[src/hdl/pds_pkg.sv]
// shared constants and types for the pll divider search block
package pds_pkg;

    // field widths
    localparam int FREQ_W = 10;
    localparam int XTAL_W = 5;
    localparam int M_W    = 6;
    localparam int N_W    = 9;
    localparam int P_W    = 4;
    localparam int Q_W    = 4;
    localparam int PROD_W = 14;
    localparam int VCO_W  = 15;

    // shared divider geometry
    localparam int DIV_W   = 10;
    localparam int DCNT_W  = 4;
    localparam logic [DCNT_W-1:0] DIV_LAST = 4'd9;

    // clock plan constants
    localparam logic [DIV_W-1:0]  USB_MHZ    = 10'd48;
    localparam logic [DIV_W-1:0]  VCO_N_MIN  = 10'd192;
    localparam logic [VCO_W-1:0]  VCO_N_MAX  = 15'd432;
    localparam logic [PROD_W-1:0] PROD_MIN   = 14'd96;   // q of 2
    localparam logic [PROD_W-1:0] PROD_MAX   = 14'd720;  // q of 15
    localparam logic [XTAL_W-1:0] XTAL_RESET = 5'd8;
    localparam logic [1:0]        P_LAST     = 2'd3;     // post-divider 8

    // sequencer states
    typedef enum logic [10:0] {
        ST_IDLE = 11'b000_0000_0001,
        ST_CAND = 11'b000_0000_0010,
        ST_DQ   = 11'b000_0000_0100,
        ST_CQ   = 11'b000_0000_1000,
        ST_DR   = 11'b000_0001_0000,
        ST_CR   = 11'b000_0010_0000,
        ST_DM   = 11'b000_0100_0000,
        ST_CM   = 11'b000_1000_0000,
        ST_MN   = 11'b001_0000_0000,
        ST_CN   = 11'b010_0000_0000,
        ST_FIN  = 11'b100_0000_0000
    } t_state;

endpackage

[src/hdl/pll_divider_search.sv]
// pll divider search: sequencer around one shared 10-step restoring divider
// throughput: one item at a time, o_ready is high only while the sequencer idles
// a finished result waits in the output register while the next item is taken
// reset: crystal register returns to 8 MHz, sequencer idle, no result pending
module pll_divider_search (
    input  logic                        i_clk,
    input  logic                        i_rst_n,
    input  logic                        i_cfg_we,
    input  logic [pds_pkg::XTAL_W-1:0]  i_cfg_data,
    input  logic                        i_valid,
    output logic                        o_ready,
    input  logic [pds_pkg::FREQ_W-1:0]  i_wanted_mhz,
    output logic                        o_valid,
    input  logic                        i_ready,
    output logic                        o_found,
    output logic [pds_pkg::FREQ_W-1:0]  o_achieved_mhz,
    output logic [pds_pkg::M_W-1:0]     o_pll_m,
    output logic [pds_pkg::N_W-1:0]     o_pll_n,
    output logic [pds_pkg::P_W-1:0]     o_pll_p,
    output logic [pds_pkg::Q_W-1:0]     o_pll_q
);

    pds_pkg::t_state r_state, n_state;

    logic [pds_pkg::XTAL_W-1:0] r_xtal;
    logic [pds_pkg::FREQ_W-1:0] r_f, n_f;
    logic [1:0]                 r_pidx, n_pidx;
    logic [pds_pkg::PROD_W-1:0] r_prod, n_prod;
    logic [pds_pkg::Q_W-1:0]    r_q, n_q;
    logic [pds_pkg::DIV_W-1:0]  r_r, n_r;
    logic [pds_pkg::XTAL_W-1:0] r_m, n_m;
    logic [pds_pkg::VCO_W-1:0]  r_n, n_n;
    logic                       r_found, n_found;

    logic [pds_pkg::DIV_W-1:0]  r_dq, n_dq;
    logic [pds_pkg::DIV_W-1:0]  r_drem, n_drem;
    logic [pds_pkg::DIV_W-1:0]  r_dvs, n_dvs;
    logic [pds_pkg::DCNT_W-1:0] r_dcnt, n_dcnt;

    logic                       r_o_valid, n_o_valid;
    logic                       r_o_found, n_o_found;
    logic [pds_pkg::FREQ_W-1:0] r_o_f, n_o_f;
    logic [pds_pkg::M_W-1:0]    r_o_m, n_o_m;
    logic [pds_pkg::N_W-1:0]    r_o_n, n_o_n;
    logic [pds_pkg::P_W-1:0]    r_o_p, n_o_p;
    logic [pds_pkg::Q_W-1:0]    r_o_q, n_o_q;

    // shared divider step
    logic [pds_pkg::DIV_W:0]    w_trial;
    logic                       w_ge;
    logic [pds_pkg::DIV_W:0]    w_diff;
    logic [pds_pkg::DIV_W-1:0]  w_step_rem;
    logic [pds_pkg::DIV_W-1:0]  w_step_q;

    assign w_trial    = {r_drem, r_dq[pds_pkg::DIV_W-1]};
    assign w_ge       = (w_trial >= {1'b0, r_dvs});
    assign w_diff     = w_trial - {1'b0, r_dvs};
    assign w_step_rem = w_ge ? w_diff[pds_pkg::DIV_W-1:0] : w_trial[pds_pkg::DIV_W-1:0];
    assign w_step_q   = {r_dq[pds_pkg::DIV_W-2:0], w_ge};

    // candidate product and m bound
    logic [pds_pkg::P_W-1:0]    w_pval;
    logic [pds_pkg::PROD_W-1:0] w_prod;
    logic [pds_pkg::DIV_W:0]    w_ceil;
    logic [pds_pkg::DIV_W:0]    w_half;
    logic [pds_pkg::DIV_W:0]    w_mval;

    assign w_pval = {1'b0, r_pidx, 1'b0} + 4'd2;
    assign w_prod = pds_pkg::PROD_W'(r_f) * pds_pkg::PROD_W'(w_pval);
    assign w_ceil = {1'b0, r_dq} + {{pds_pkg::DIV_W{1'b0}}, (r_drem != '0)};
    assign w_half = (pds_pkg::DIV_W+1)'(r_xtal >> 1);
    assign w_mval = (w_ceil > w_half) ? w_ceil : w_half;

    // sequencer
    always_comb begin
        logic adv;
        adv       = 1'b0;
        n_state   = r_state;
        n_f       = r_f;
        n_pidx    = r_pidx;
        n_prod    = r_prod;
        n_q       = r_q;
        n_r       = r_r;
        n_m       = r_m;
        n_n       = r_n;
        n_found   = r_found;
        n_dq      = r_dq;
        n_drem    = r_drem;
        n_dvs     = r_dvs;
        n_dcnt    = r_dcnt;
        n_o_valid = r_o_valid;
        n_o_found = r_o_found;
        n_o_f     = r_o_f;
        n_o_m     = r_o_m;
        n_o_n     = r_o_n;
        n_o_p     = r_o_p;
        n_o_q     = r_o_q;

        // result taken downstream
        if (r_o_valid && i_ready) begin
            n_o_valid = 1'b0;
        end

        case (r_state)
            pds_pkg::ST_IDLE: begin
                if (i_valid) begin
                    n_f     = i_wanted_mhz;
                    n_pidx  = 2'd0;
                    n_found = 1'b0;
                    if (i_wanted_mhz == '0 || r_xtal == '0) begin
                        n_state = pds_pkg::ST_FIN;
                    end else begin
                        n_state = pds_pkg::ST_CAND;
                    end
                end
            end
            // cheap rejects: q out of range or product not a multiple of 16
            pds_pkg::ST_CAND: begin
                n_prod = w_prod;
                if (w_prod >= pds_pkg::PROD_MIN && w_prod <= pds_pkg::PROD_MAX &&
                    w_prod[3:0] == 4'd0) begin
                    n_dq    = w_prod[pds_pkg::DIV_W-1:0];
                    n_drem  = '0;
                    n_dvs   = pds_pkg::USB_MHZ;
                    n_dcnt  = '0;
                    n_state = pds_pkg::ST_DQ;
                end else begin
                    adv = 1'b1;
                end
            end
            pds_pkg::ST_DQ, pds_pkg::ST_DR, pds_pkg::ST_DM: begin
                n_dq   = w_step_q;
                n_drem = w_step_rem;
                n_dcnt = r_dcnt + 1'b1;
                if (r_dcnt == pds_pkg::DIV_LAST) begin
                    if (r_state == pds_pkg::ST_DQ) begin
                        n_state = pds_pkg::ST_CQ;
                    end else if (r_state == pds_pkg::ST_DR) begin
                        n_state = pds_pkg::ST_CR;
                    end else begin
                        n_state = pds_pkg::ST_CM;
                    end
                end
            end
            // usb divide exact, then divide by the crystal
            pds_pkg::ST_CQ: begin
                if (r_drem == '0) begin
                    n_q     = r_dq[pds_pkg::Q_W-1:0];
                    n_dq    = r_prod[pds_pkg::DIV_W-1:0];
                    n_drem  = '0;
                    n_dvs   = pds_pkg::DIV_W'(r_xtal);
                    n_dcnt  = '0;
                    n_state = pds_pkg::ST_DR;
                end else begin
                    adv = 1'b1;
                end
            end
            // crystal divide exact, then 192 over the ratio
            pds_pkg::ST_CR: begin
                if (r_drem == '0) begin
                    n_r     = r_dq;
                    n_dq    = pds_pkg::VCO_N_MIN;
                    n_drem  = '0;
                    n_dvs   = r_dq;
                    n_dcnt  = '0;
                    n_state = pds_pkg::ST_DM;
                end else begin
                    adv = 1'b1;
                end
            end
            // m is the larger of half the crystal and the rounded-up quotient; rejected if above the crystal
            pds_pkg::ST_CM: begin
                if (w_mval > (pds_pkg::DIV_W+1)'(r_xtal)) begin
                    adv = 1'b1;
                end else begin
                    n_m     = w_mval[pds_pkg::XTAL_W-1:0];
                    n_state = pds_pkg::ST_MN;
                end
            end
            pds_pkg::ST_MN: begin
                n_n     = pds_pkg::VCO_W'(r_r) * pds_pkg::VCO_W'(r_m);
                n_state = pds_pkg::ST_CN;
            end
            pds_pkg::ST_CN: begin
                if (r_n <= pds_pkg::VCO_N_MAX) begin
                    n_found = 1'b1;
                    n_state = pds_pkg::ST_FIN;
                end else begin
                    adv = 1'b1;
                end
            end
            // hand the item over once the output register is free
            pds_pkg::ST_FIN: begin
                if (!r_o_valid || i_ready) begin
                    n_o_valid = 1'b1;
                    n_o_found = r_found;
                    n_o_f     = r_found ? r_f : '0;
                    n_o_m     = r_found ? pds_pkg::M_W'(r_m) : '0;
                    n_o_n     = r_found ? r_n[pds_pkg::N_W-1:0] : '0;
                    n_o_p     = r_found ? w_pval : '0;
                    n_o_q     = r_found ? r_q : '0;
                    n_state   = pds_pkg::ST_IDLE;
                end
            end
            default: begin
                n_state = pds_pkg::ST_IDLE;
            end
        endcase

        // step to the next post-divider, then the next lower frequency; not found after 1 MHz
        if (adv) begin
            if (r_pidx == pds_pkg::P_LAST) begin
                if (r_f == 10'd1) begin
                    n_found = 1'b0;
                    n_state = pds_pkg::ST_FIN;
                end else begin
                    n_f     = r_f - 1'b1;
                    n_pidx  = 2'd0;
                    n_state = pds_pkg::ST_CAND;
                end
            end else begin
                n_pidx  = r_pidx + 1'b1;
                n_state = pds_pkg::ST_CAND;
            end
        end
    end

    // control registers
    always_ff @(posedge i_clk) begin
        if (!i_rst_n) begin
            r_state   <= pds_pkg::ST_IDLE;
            r_o_valid <= 1'b0;
            r_xtal    <= pds_pkg::XTAL_RESET;
        end else begin
            r_state   <= n_state;
            r_o_valid <= n_o_valid;
            if (i_cfg_we) begin
                r_xtal <= i_cfg_data;
            end
        end
    end

    // datapath registers
    always_ff @(posedge i_clk) begin
        r_f       <= n_f;
        r_pidx    <= n_pidx;
        r_prod    <= n_prod;
        r_q       <= n_q;
        r_r       <= n_r;
        r_m       <= n_m;
        r_n       <= n_n;
        r_found   <= n_found;
        r_dq      <= n_dq;
        r_drem    <= n_drem;
        r_dvs     <= n_dvs;
        r_dcnt    <= n_dcnt;
        r_o_found <= n_o_found;
        r_o_f     <= n_o_f;
        r_o_m     <= n_o_m;
        r_o_n     <= n_o_n;
        r_o_p     <= n_o_p;
        r_o_q     <= n_o_q;
    end

    assign o_ready        = (r_state == pds_pkg::ST_IDLE);
    assign o_valid        = r_o_valid;
    assign o_found        = r_o_found;
    assign o_achieved_mhz = r_o_f;
    assign o_pll_m        = r_o_m;
    assign o_pll_n        = r_o_n;
    assign o_pll_p        = r_o_p;
    assign o_pll_q        = r_o_q;

    // a found setting keeps the vco multiplier in range
    a_n_range: assert property (@(posedge i_clk) disable iff (!i_rst_n)
        (o_valid && o_found) |-> (o_pll_n >= 9'd192 && o_pll_n <= 9'd432))
        else $error("pll_n out of range");

    // a found setting has a legal post-divider and usb divider
    a_pq_legal: assert property (@(posedge i_clk) disable iff (!i_rst_n)
        (o_valid && o_found) |-> ((o_pll_p == 4'd2 || o_pll_p == 4'd4 ||
        o_pll_p == 4'd6 || o_pll_p == 4'd8) && o_pll_q >= 4'd2))
        else $error("illegal pll_p or pll_q");

    // not found reports all fields as zero
    a_miss_zero: assert property (@(posedge i_clk) disable iff (!i_rst_n)
        (o_valid && !o_found) |-> (o_achieved_mhz == '0 && o_pll_m == '0 &&
        o_pll_n == '0 && o_pll_p == '0 && o_pll_q == '0))
        else $error("not found result carries nonzero fields");

    // accepting an item starts the search
    a_busy: assert property (@(posedge i_clk) disable iff (!i_rst_n)
        (i_valid && o_ready) |=> !o_ready)
        else $error("ready after accepting an item");

    // the divider never runs past its last step
    a_div_cnt: assert property (@(posedge i_clk) disable iff (!i_rst_n)
        (r_state == pds_pkg::ST_DQ || r_state == pds_pkg::ST_DR ||
        r_state == pds_pkg::ST_DM) |-> (r_dcnt <= pds_pkg::DIV_LAST))
        else $error("divider step count overrun");

endmodule
[config.mk]
export PLATFORM = sky130hd
export DESIGN_NAME = pll_divider_search
export DESIGN_NICKNAME = d
export VERILOG_FILES = /design/src/hdl/pds_pkg.sv /design/src/hdl/pll_divider_search.sv
export SDC_FILE = /design/constraint.sdc
export NUM_CORES = 1
export LEC_CHECK = 0
export BUFFER_PORTS_ARGS = -buffer_cell sky130_fd_sc_hd__buf_2
export CORE_MARGIN = 2
export CORE_UTILIZATION = 60
export CTS_BUF_LIST = sky130_fd_sc_hd__clkbuf_4 sky130_fd_sc_hd__clkbuf_8 sky130_fd_sc_hd__clkbuf_16
export DETAILED_ROUTE_END_ITERATION = 10
export GPL_TIMING_DRIVEN = 0
export PLACE_DENSITY_LB_ADDON = 0.08
export SYNTH_ARGS = -nofsm -noshare
export SYNTH_HDL_FRONTEND = slang
export SYNTH_SLANG_ARGS = --single-unit
[constraint.sdc]
create_clock -name i_clk -period 7.9 [get_ports i_clk]
set_clock_uncertainty 0.05 [all_clocks]
set_input_delay 1.185 -clock i_clk [delete_from_list [all_inputs] [get_ports i_clk]]
set_output_delay 1.185 -clock i_clk [all_outputs]
set_load 0.02 [all_outputs]
==> metrics.txt, run 1 <==
FF+latch count, synth=139; combinational family with the most area after synthesis=simple AND/OR/NAND/NOR gates; clock-pin slew on the worst setup and hold paths=0.06 ns; Synth top area share=36.2%; worst-skew pair later-pin latency=0.43 ns; uppermost routed layer=met4; initial antenna violation count=0; fin nets=1,081; ANT nets after route=0; FF+latch area=3870 um^2; CP startpoint kind=flop; CTS root buffer=clkbuf_16; status=finished clean; Inserted Clock Buffers=17; Final Slew Violations=0; YS warnings=0; slew at the pin with the worst max-slew slack=1.03 ns; Static Leak=4.28 nW; share of post-route cells with drive strength above 1=11.1%; Area Overhead vs Synth=12.0%; syn_area_per_cell=10.2 um^2; ANT cells=0; hold buffers post-CTS=0; Hold Path End=r_pidx[1]$_DFF_P_; vias in the first global route=6,780; Die Span Y=127 um; area of the die=16,100 um^2; Setup crit end kind=flop; Main synth FF type=edfxtp_1; largest net degree at the start of global routing=33; Peak supply drop=0.171 mV; Detailed Route WL=20,200 um; CTS Buffer Depth=2; Post-Synth Adder-Cell Area=17.2%; DP HPWL=15,000 um; Setup Viol. Count Final=0; Post-Syn Area=9030 um^2; maximum clock rate=168 MHz; most frequent cells in the layout=edfxtp_1 (109), nand2_1 (85), and2_1 (74); Die W=127 um; worst min path class=flop to flop; Post-Syn Instances=885; TritonCTS clock tree=yes; CP Max Fanout=10; most common cell after layout, fill and taps aside=edfxtp_1; area leader, netlist=edfxtp_1; setup_tns=0 ns; Core Rows=44; port bufs=52; Via Count=6,848; min-delay src=r_pidx[1]$_DFF_P_; Max-Cap Viols=0; Post-CTS Setup Repair Bufs=0; worst reg-to-reg setup slack=1.95 ns; Reg2Reg Depth=24; Tot GR Track Use=26.0%; slew margin rel.=31.3%; Initial Utilization=61.7%; Overflow after GRT=0; GPL Wtd Cong=0.891; PostCTS Resize Cnt=0; worst r2r src=r_drem[1]$_SDFFCE_PP0P_; EDFF count, synth=109; met3 WL post-DR=939 um; vias per cell=5.93; I/O Pins=56; power per cell area=270 nW/um^2; final hold vios=0; number of clock sinks=139; Post-Route M1 WL=8560 um; sequential cell area fraction in the yosys report=42.9%; Simple-Gate Fraction of Synth Area=20.6%; H-tree levels=4; WHS Path Cells=1; number of distinct library cells after synthesis=72; RSZ-0062 raised after global routing=false; Fillers=1,087; Reg2Reg Capture Point=r_f[6]$_DFF_P_; multi-input logic area=4770 um^2; total power=0.00273 W; WP data arrival=6.23 ns; Setup CP Type=flop to flop; first-pass iteration count of the detailed router=6; share of the clock period used by the worst path=75.3%; post-synthesis mux area share=0.928%; synth top area cells=edfxtp_1 (36%), ha_1 (9.7%), fa_1 (7.5%), dfxtp_1 (6.6%), and2_1 (5.1%); Compound-Gate Fraction of Synth Area=11.1%; global-route wire length before repair=32,800 um; xor-xnor portion of the synthesized cell area=2.62%; clock period minus worst slack=5.95 ns; routed len/inst=17.5 um; initial DRC count=480; asr flop ratio synth=0%; metal2 WL=10,200 um; core area=14,600 um^2; Residual DRC=0; Crit path required time=8.18 ns
==> logic make-up (layout without fill, tap and decap cells) <==
group,count (synthesis),in the layout
buf+inv,106,190
mux,8,8
fa+ha+maj,104,104
flops,139,139
simple gates,353,353
compound gates,147,147
other cells,1,2
xor+xnor,27,27
==> critical path, stage by stage (launching register included) <==
cell      delay [ns]
edfxtp_1        0.43
nor4_1          0.36
nand3_1         0.37
ha_1            0.34
ha_1            0.31
ha_1            0.29
nor2b_1         0.13
o21ai_0         0.13
nand2b_1        0.07
a21oi_1         0.14
a41oi_1         0.07
or3_1           0.41
clkbuf_1        0.17
o21ai_0         0.32
ha_1            0.32
nor2b_1         0.14
o211ai_1        0.18
a21oi_1         0.11
nor2_1          0.19
o221ai_1        0.15
a211oi_2        0.40
buf_6           0.23
nor3_1          0.07
a31oi_1         0.17
nor3b_1         0.28
==> report_power, final <==
part	switching, W	internal [W]
Combinational	0.000586	0.000359
Sequential	0.0000793	0.000919
Clock	0.000338	0.000448
==> flip-flops by register name (all words and copies together), names as in the netlist, 2 cells and up <==
| register | flops |
|---|---|
| r_n | 15 |
| r_state | 11 |
| o_achieved_mhz | 10 |
| r_dq | 10 |
| r_drem | 10 |
| r_dvs | 10 |
| r_f | 10 |
| r_r | 10 |
| o_pll_n | 9 |
| r_prod | 9 |
| o_pll_m | 5 |
| r_m | 5 |
| r_xtal | 5 |
| o_pll_q | 4 |
| r_dcnt | 4 |
| r_q | 4 |
| o_pll_p | 3 |
| r_pidx | 2 |
==> synthesized netlist by cell type (all sizes together) (4+ instances only) <==
| cell type | instances |
|---|---|
| edfxtp | 109 |
| nand2 | 86 |
| and2 | 74 |
| ha | 70 |
| inv | 70 |
| nor2 | 59 |
| a21oi | 42 |
| fa | 34 |
| clkbuf | 30 |
| dfxtp | 30 |
| nand3 | 25 |
| nor2b | 24 |
| nor3 | 19 |
| o21ai | 15 |
| xnor2 | 15 |
| a21o | 13 |
| nand2b | 12 |
| xor2 | 12 |
| a22oi | 11 |
| nor4 | 11 |
| o21a | 10 |
| nor3b | 9 |
| a211oi | 7 |
| nand4 | 7 |
| o22ai | 7 |
| a22o | 6 |
| buf | 6 |
| a31oi | 5 |
| mux2i | 5 |
| a221oi | 4 |
| nand3b | 4 |
| o211ai | 4 |
| o21bai | 4 |
| or2 | 4 |
| or3 | 4 |
==> layout make-up <==
class                   count  share of cell area (%)
multi-input cells         641                    47.1
flip-flops and latches    139                    38.3
clock buffers              18                    4.34
inverters                  70                    2.60
repair buffers             52                    2.57
well taps                 184                    2.27
plain buffers              36                    1.50
clock inverters            14                    1.34
==> how the worst max path moves through the flow <==
stage | start | to | slack [ns] | depth (start not counted)
2_1_floorplan | r_pidx[0]$_DFF_P_ | r_dcnt[0]$_SDFFCE_PP0P_ | 3.00 | 16
3_3_place_gp | r_pidx[0]$_DFF_P_ | r_dcnt[0]$_SDFFCE_PP0P_ | 1.92 | 16
3_5_place_dp | r_pidx[0]$_DFF_P_ | r_drem[4]$_SDFFCE_PP0P_ | 1.79 | 16
5_1_grt | r_drem[1]$_SDFFCE_PP0P_ | r_f[6]$_DFF_P_ | 1.56 | 24
4_1_cts | r_pidx[0]$_DFF_P_ | r_dcnt[3]$_SDFFCE_PP0P_ | 1.76 | 18
6_report | r_drem[1]$_SDFFCE_PP0P_ | r_f[6]$_DFF_P_ | 1.95 | 24
==> routing by layer <==
metal / vias up / track usage [%]
met5: - / 0
met4: 0 / 9.11
met3: 44 / 5.06
met2: 217 / 45.7
met1: 3318 / 32.1
li1: 3269 / -
==> metrics by stage <==
step                      std cells  hold WS [ns]  util [%]  worst slack (ns)  area, um^2
after global placement         1122         0.417      65.1              1.92        9530
after global routing           1154         0.480      69.1              1.56       10100
after detailed placement       1122         0.460      65.2              1.79        9540
final                          1154         0.472      69.1              1.95       10100
after CTS                      1154         0.466      69.1              1.76       10100
after floorplan                 886         0.401         -              3.00        9040
Power figures use the tool's default switching activity.
==> run 2, diff against run 1 <==
Settings changed: ABC_AREA set to 1, CORE_UTILIZATION 60 to 56.
Clock period 7.9 ns to 5.1 ns, I/O delays scaled along.
==> metrics.txt, run 2 <==
syn_area_per_cell=8.59 um^2 (-16%); Post-Syn Instances=1,105 (+25%); slew at the pin with the worst max-slew slack=1.00 ns (-0.0247 ns); CTS root buffer=clkbuf_16; pre-CTS setup slack=-0.117 ns (-1.90 ns); Core Rows=47 (+6.8%); Initial Utilization=57.2% (-4.5 points); synth top area cells=edfxtp_1 (34%), nand2_1 (10%), ha_1 (9.2%), inv_1 (8.1%), fa_1 (7.2%); top-count cell post-synth=nand2_1; status=finished clean; share of the clock period used by the worst path=93.7% (+18 points); slew margin rel.=32.4% (+1.1 points); area leader, netlist=edfxtp_1; sequential cell area fraction in the yosys report=40.8% (-2.1 points); Largest stage delay, worst path=0.41 ns (-0.02 ns); Overflow after GRT=0 (unchanged); global-route wire length before repair=35,700 um (+8.9%); number of clock sinks=139 (unchanged); final hold vios=0 (unchanged); most common cell after layout, fill and taps aside=nand2_1; CTS Buffer Depth=2 (unchanged); maximum clock rate=209 MHz (+25%); Synth top area share=34.5% (-1.7 points); Setup CP Type=flop to flop; Slowest-stage cell, CP=edfxtp_1; Inserted Clock Buffers=17 (unchanged); Crit path required time=5.36 ns (-2.82 ns); DP HPWL=16,200 um (+8.4%); max reg flops=15 (unchanged); core area=16,600 um^2 (+13%); FF+latch count, synth=139 (unchanged); Largest Register=r_n; port bufs=53 (+1.9%); Top Registers=r_n (15), r_state (11); Post-Syn Area=9490 um^2 (+5.1%); initial DRC count=431 (-10%); worst-skew pair later-pin latency=0.43 ns (about the same); Detailed Route WL=21,500 um (+6.3%); I/O Pins=56 (unchanged); Area Overhead vs Synth=14.2%; CP Max Fanout=7 (-3); delay-heaviest family, CP=simple AND/OR/NAND/NOR gates; Main synth FF type=edfxtp_1; clock period minus worst slack=4.78 ns (-1.17 ns); area of the die=18,000 um^2 (+12%); Setup crit end kind=flop; hold buffers post-CTS=0 (unchanged); Tot GR Track Use=25.4% (-0.60 points); Final WS setup=0.320 ns (-1.63 ns); ANT nets after route=0 (unchanged); routed len/inst=15.1 um (-14%); Residual DRC=0 (unchanged); vias in the first global route=7,254 (+7.0%); Die W=134 um (+5.9%); WP data arrival=5.04 ns (-1.19 ns); Peak supply drop=0.308 mV (+80%); total power=0.00498 W (+82%); worst min path class=flop to flop; TritonCTS clock tree=yes; Max-Cap Viols=0 (unchanged); RSZ-0062 raised after global routing=true; fin nets=1,313 (+21%); asr flop ratio synth=0% (unchanged); Buf+Inv Stages, Crit Path=4 (+2); Final Slew Violations=0 (unchanged); Die Span Y=134 um (+5.9%); worst hold slack=0.429 ns (-0.0430 ns); Setup Viol. Count Final=0 (unchanged); most frequent cells in the layout=nand2_1 (256), inv_1 (204), edfxtp_1 (109); ANT cells=0 (unchanged); YS warnings=0 (unchanged); CP startpoint kind=flop; first-pass iteration count of the detailed router=5 (-1); EDFF count, synth=109 (unchanged); synth cell count leaders=nand2_1 (257), inv_1 (205), edfxtp_1 (109); clock-pin slew on the worst setup and hold paths=0.07 ns (about the same); Via Count=7,378 (+7.7%); Static Leak=5.42 nW (+27%); largest net degree at the start of global routing=33 (unchanged); number of distinct library cells after synthesis=52 (-28%); initial antenna violation count=0 (unchanged); H-tree levels=4 (unchanged); power per cell area=459 nW/um^2 (+70%); GPL Wtd Cong=0.894 (+0.31%); share of post-route cells with drive strength above 1=15.1% (+4.0 points); vias per cell=5.19 (-13%); Crit path top cell by count=nand2_1
[run 2: cell count changes in the layout (fill, tap and decap cells not counted), moves of 19 or more]
cell | before | now
and2_1 | 74 | 1
inv_1 | 70 | 204
nand2_1 | 85 | 256
nand2_2 | 0 | 19
nor2_1 | 57 | 84
nor2b_1 | 23 | 0
o21ai_0 | 13 | 42
[run 2: worst register-to-register path, delay by kind of cell, from the launching register on]
kind,cells,cell delay [ns]
adder cells (fa/ha/maj),4,0.97
flip-flops,1,0.41
AND/OR/NAND/NOR,16,1.89
buffers and inverters,4,0.29
AO/OA/AOI/OAI,8,1.05
[run 2: kinds of logic (layout without fill, tap and decap cells)]
logic type / after synthesis / in the layout / synth area share, %
AND/OR/NAND/NOR: 469 / 469 / 22.5
buffers and inverters: 236 / 332 / 9.81
flip-flops: 139 / 139 / 40.8
AO/OA/AOI/OAI: 125 / 125 / 7.57
adder cells (fa/ha/maj): 104 / 104 / 16.4
XOR/XNOR: 31 / 31 / 2.86
other: 1 / 2 / 0.0395
[run 2: per-stage QoR]
step	cells	area [um^2]	TNS, ns	utilization [%]
6_report	1422	10800	0	65.3
5_1_grt	1422	10800	-0.168	65.3
3_5_place_dp	1380	10100	-2.21	60.7
2_1_floorplan	1106	9500	0	-
4_1_cts	1412	10700	0	64.6
3_3_place_gp	1379	10000	-2.88	60.5
[run 2: cell type report]
cell class / instances / area (um^2)
fillers: 1442 / 5750
repair buffers: 64 / 360
clock buffers: 17 / 425
multi-input cells: 731 / 4760
clock inverters: 15 / 209
plain buffers: 25 / 139
well taps: 220 / 275
inverters: 211 / 792
flip-flops and latches: 139 / 3870
[run 2: final timing paths]
path | from | to | slack, ns | cells after the start
worst max-delay path | r_drem[5]$_SDFFCE_PP0P_ | r_state[1]$_SDFFE_PN0P_ | 0.32 | 32
worst min-delay path | r_pidx[1]$_DFF_P_ | r_pidx[1]$_DFF_P_ | 0.43 | 2
worst max register to register | r_drem[5]$_SDFFCE_PP0P_ | r_state[1]$_SDFFE_PN0P_ | 0.32 | 32
worst min register to register | r_pidx[1]$_DFF_P_ | r_pidx[1]$_DFF_P_ | 0.43 | 2
[run 2: report_power, final]
part	switching (W)	internal (W)	leakage (nW)	total, W
Clock	0.000526	0.000827	0.313	0.00135
Sequential	0.000141	0.00143	1.26	0.00157
Combinational	0.00132	0.000730	3.84	0.00205
Total	0.00199	0.00299	5.42	0.00498
[run 2: repair_timing]
item                       CTS  global route
setup buffers                0            10
pin swaps                    0             9
setup endpoints to repair   34            63
gates resized for setup      4            11
[run 2: routing by layer]
layer  share of wire (%)  vias to the layer above  GRT usage [%]
met5                   0                        -              0
met4                 1.2                        0           6.37
met3                 4.4                       24           3.89
met2                  48                      155           42.4
met1                  46                     3473           34.8
li1                    -                     3726              -
==> run 3, diff against run 2 <==
Settings changed: CORE_UTILIZATION 56 to 60.
Clock period 5.1 ns to 6.2 ns, I/O delays scaled along.
==> metrics.txt, run 3 (same netlist as run 2, synthesis figures left out) <==
maximum clock rate=189 MHz (-9.5%); worst r2r src=r_drem[0]$_SDFFCE_PP0P_; Post-DP Area=10,000 um^2 (-0.31%); Slowest-stage cell, CP=edfxtp_1; WHS Path Cells=2 (unchanged); internal cell power=0.00237 W (-21%); Hold Path End=r_pidx[1]$_DFF_P_; min-delay src=r_pidx[1]$_DFF_P_; worst min path class=flop to flop; setup_tns=0 ns (unchanged); Setup crit end kind=flop; fin area=10,600 um^2 (-1.8%); max reg flops=15 (unchanged); Switch Pwr=0.00161 W (-19%); TritonCTS clock tree=yes; routed len/inst=14.4 um (-4.6%); Overflow after GRT=0 (unchanged); Detailed Route WL=20,200 um (-5.9%); combinational power share=41.6% (+0.4 points); Area Overhead vs Synth=12.1%; sequential share of power=32.4% (+0.8 points); Setup CP Type=flop to flop; DP HPWL=15,300 um (-5.5%); Static Leak=5.34 nW (-1.3%); Max-Cap Viols=0 (unchanged); Initial Utilization=62.0% (+4.7 points); Core Rows=45 (-4.3%); total power=0.00398 W (-20%); clock period minus worst slack=5.28 ns (+0.500 ns); Reg2Reg Depth=31 (-3.1%); clock-pin slew on the worst setup and hold paths=0.06 ns (about the same); Final Slew Violations=0 (unchanged); Post-CTS Setup Repair Bufs=0 (unchanged); CP startpoint kind=flop; Fillers=1,277 (-11%); Top Registers=r_n (15), r_state (11); Die Span Y=130 um (-3.3%); Die W=130 um (-3.3%); slew margin rel.=35.0% (+2.5 points); switch share=40.4% (+0.52 points); ANT cells=0 (unchanged); port bufs=53 (unchanged); vias in the first global route=7,029 (-3.1%); area of the die=16,800 um^2 (-6.5%); multi-input logic area=4700 um^2 (-1.3%); status=finished clean; final hold vios=0 (unchanged); worst-skew pair later-pin latency=0.43 ns (about the same); GPL Wtd Cong=0.893 (-0.17%); pre-CTS setup slack=0.947 ns (+1.06 ns); first-pass iteration count of the detailed router=8 (+3); Largest stage delay, worst path=0.45 ns (+0.04 ns); CTS root buffer=clkbuf_16; Setup Viol. Count Final=0 (unchanged); Peak supply drop=0.252 mV (-18%); share of the clock period used by the worst path=85.2% (-8.6 points); fin nets=1,303 (-0.76%); Final WS setup=0.920 ns (+0.600 ns); initial DRC count=490 (+14%); initial antenna violation count=0 (unchanged); worst reg-to-reg setup slack=0.92 ns (+0.60 ns); CTS Buffer Depth=2 (unchanged); CP Max Fanout=8 (+1); hold buffers post-CTS=0 (unchanged); Residual DRC=0 (unchanged); Reg2Reg Capture Point=r_state[1]$_SDFFE_PN0P_; Crit path required time=6.46 ns (+1.10 ns); share of post-route cells with drive strength above 1=13.5% (-1.6 points); power per cell area=374 nW/um^2 (-19%); core area=15,300 um^2 (-7.7%); H-tree levels=4 (unchanged); ANT nets after route=0 (unchanged); Inserted Clock Buffers=17 (unchanged); Largest Register=r_n; slew at the pin with the worst max-slew slack=0.968 ns (-0.0348 ns); I/O Pins=56 (unchanged); most frequent cells in the layout=nand2_1 (257), inv_1 (205), edfxtp_1 (109); RSZ-0062 raised after global routing=false; most common cell after layout, fill and taps aside=nand2_1; largest net degree at the start of global routing=33 (unchanged); number of clock sinks=139 (unchanged); FF+latch area=3870 um^2 (unchanged); WP data arrival=5.54 ns (+0.50 ns); global-route wire length before repair=33,400 um (-6.5%); Via Count=7,346 (-0.43%); worst hold slack=0.428 ns (-0.00169 ns); Tot GR Track Use=25.5% (+0.18 points); vias per cell=5.24 (+0.91%); Clk pwr share=25.9% (-1.3 points); PostCTS Resize Cnt=0 (-4)
run 3: cell count changes in the layout (fill, tap and decap cells not counted), sizes merged:
cell and change:
buf -10, bufinv -2, clkbuf +1, clkinv -1, clkinvlp +1, inv +1
run 3: cell type report:
type / instances / share of cell area [%]
multi-input combinational: 731 / 44.2
buffer: 25 / 1.30
tap: 211 / 2.48
inverter: 211 / 7.44
sequential: 139 / 36.4
clock inverter: 14 / 1.49
timing repair buffer: 54 / 2.60
clock buffer: 18 / 4.13
run 3: per-stage QoR:
stage / utilization (%) / std cells
finish: 69.5 / 1403
global route: 69.5 / 1403
CTS: 69.4 / 1402
detailed placement: 65.5 / 1370
global placement: 65.5 / 1370
floorplan: - / 1106
run 3: worst max-delay path by stage:
stage / start / end / slack (ns)
3_5_place_dp: r_pidx[1]$_DFF_P_ / r_drem[9]$_SDFFCE_PP0P_ / 0.95
2_1_floorplan: r_drem[0]$_SDFFCE_PP0P_ / r_f[3]$_DFF_P_ / 1.82
3_3_place_gp: r_pidx[1]$_DFF_P_ / r_drem[9]$_SDFFCE_PP0P_ / 1.04
6_report: r_drem[0]$_SDFFCE_PP0P_ / r_state[1]$_SDFFE_PN0P_ / 0.92
5_1_grt: r_drem[0]$_SDFFCE_PP0P_ / r_state[1]$_SDFFE_PN0P_ / 0.32
4_1_cts: r_pidx[1]$_DFF_P_ / r_drem[7]$_SDFFCE_PP0P_ / 0.92
run 3: power by group through the flow:
stage | sequential (W) | clock [W] | combinational, W
detailed placement | 0.00131 | 0 | 0.00163
global route | 0.00130 | 0.00108 | 0.00189
CTS | 0.00129 | 0.00104 | 0.00165
floorplan | 0.00127 | 0 | 0.00128
finish | 0.00129 | 0.00103 | 0.00166
global placement | 0.00131 | 0 | 0.00160
run 3: routing by layer:
metal	vias to the layer above	global-route usage, %	share of wire (%)
li1	3702	-	-
met5	-	0	0
met1	3402	33.9	45
met3	33	5.29	5.4
met2	209	42.4	48
met4	0	7.78	1.8
run 3: critical path: cells and delay by family (launching register included):
kind,cells,cell delay [ns]
flops,1,0.45
simple gates,15,1.91
fa+ha+maj,4,1.05
compound gates,8,1.30
buf+inv,4,0.39
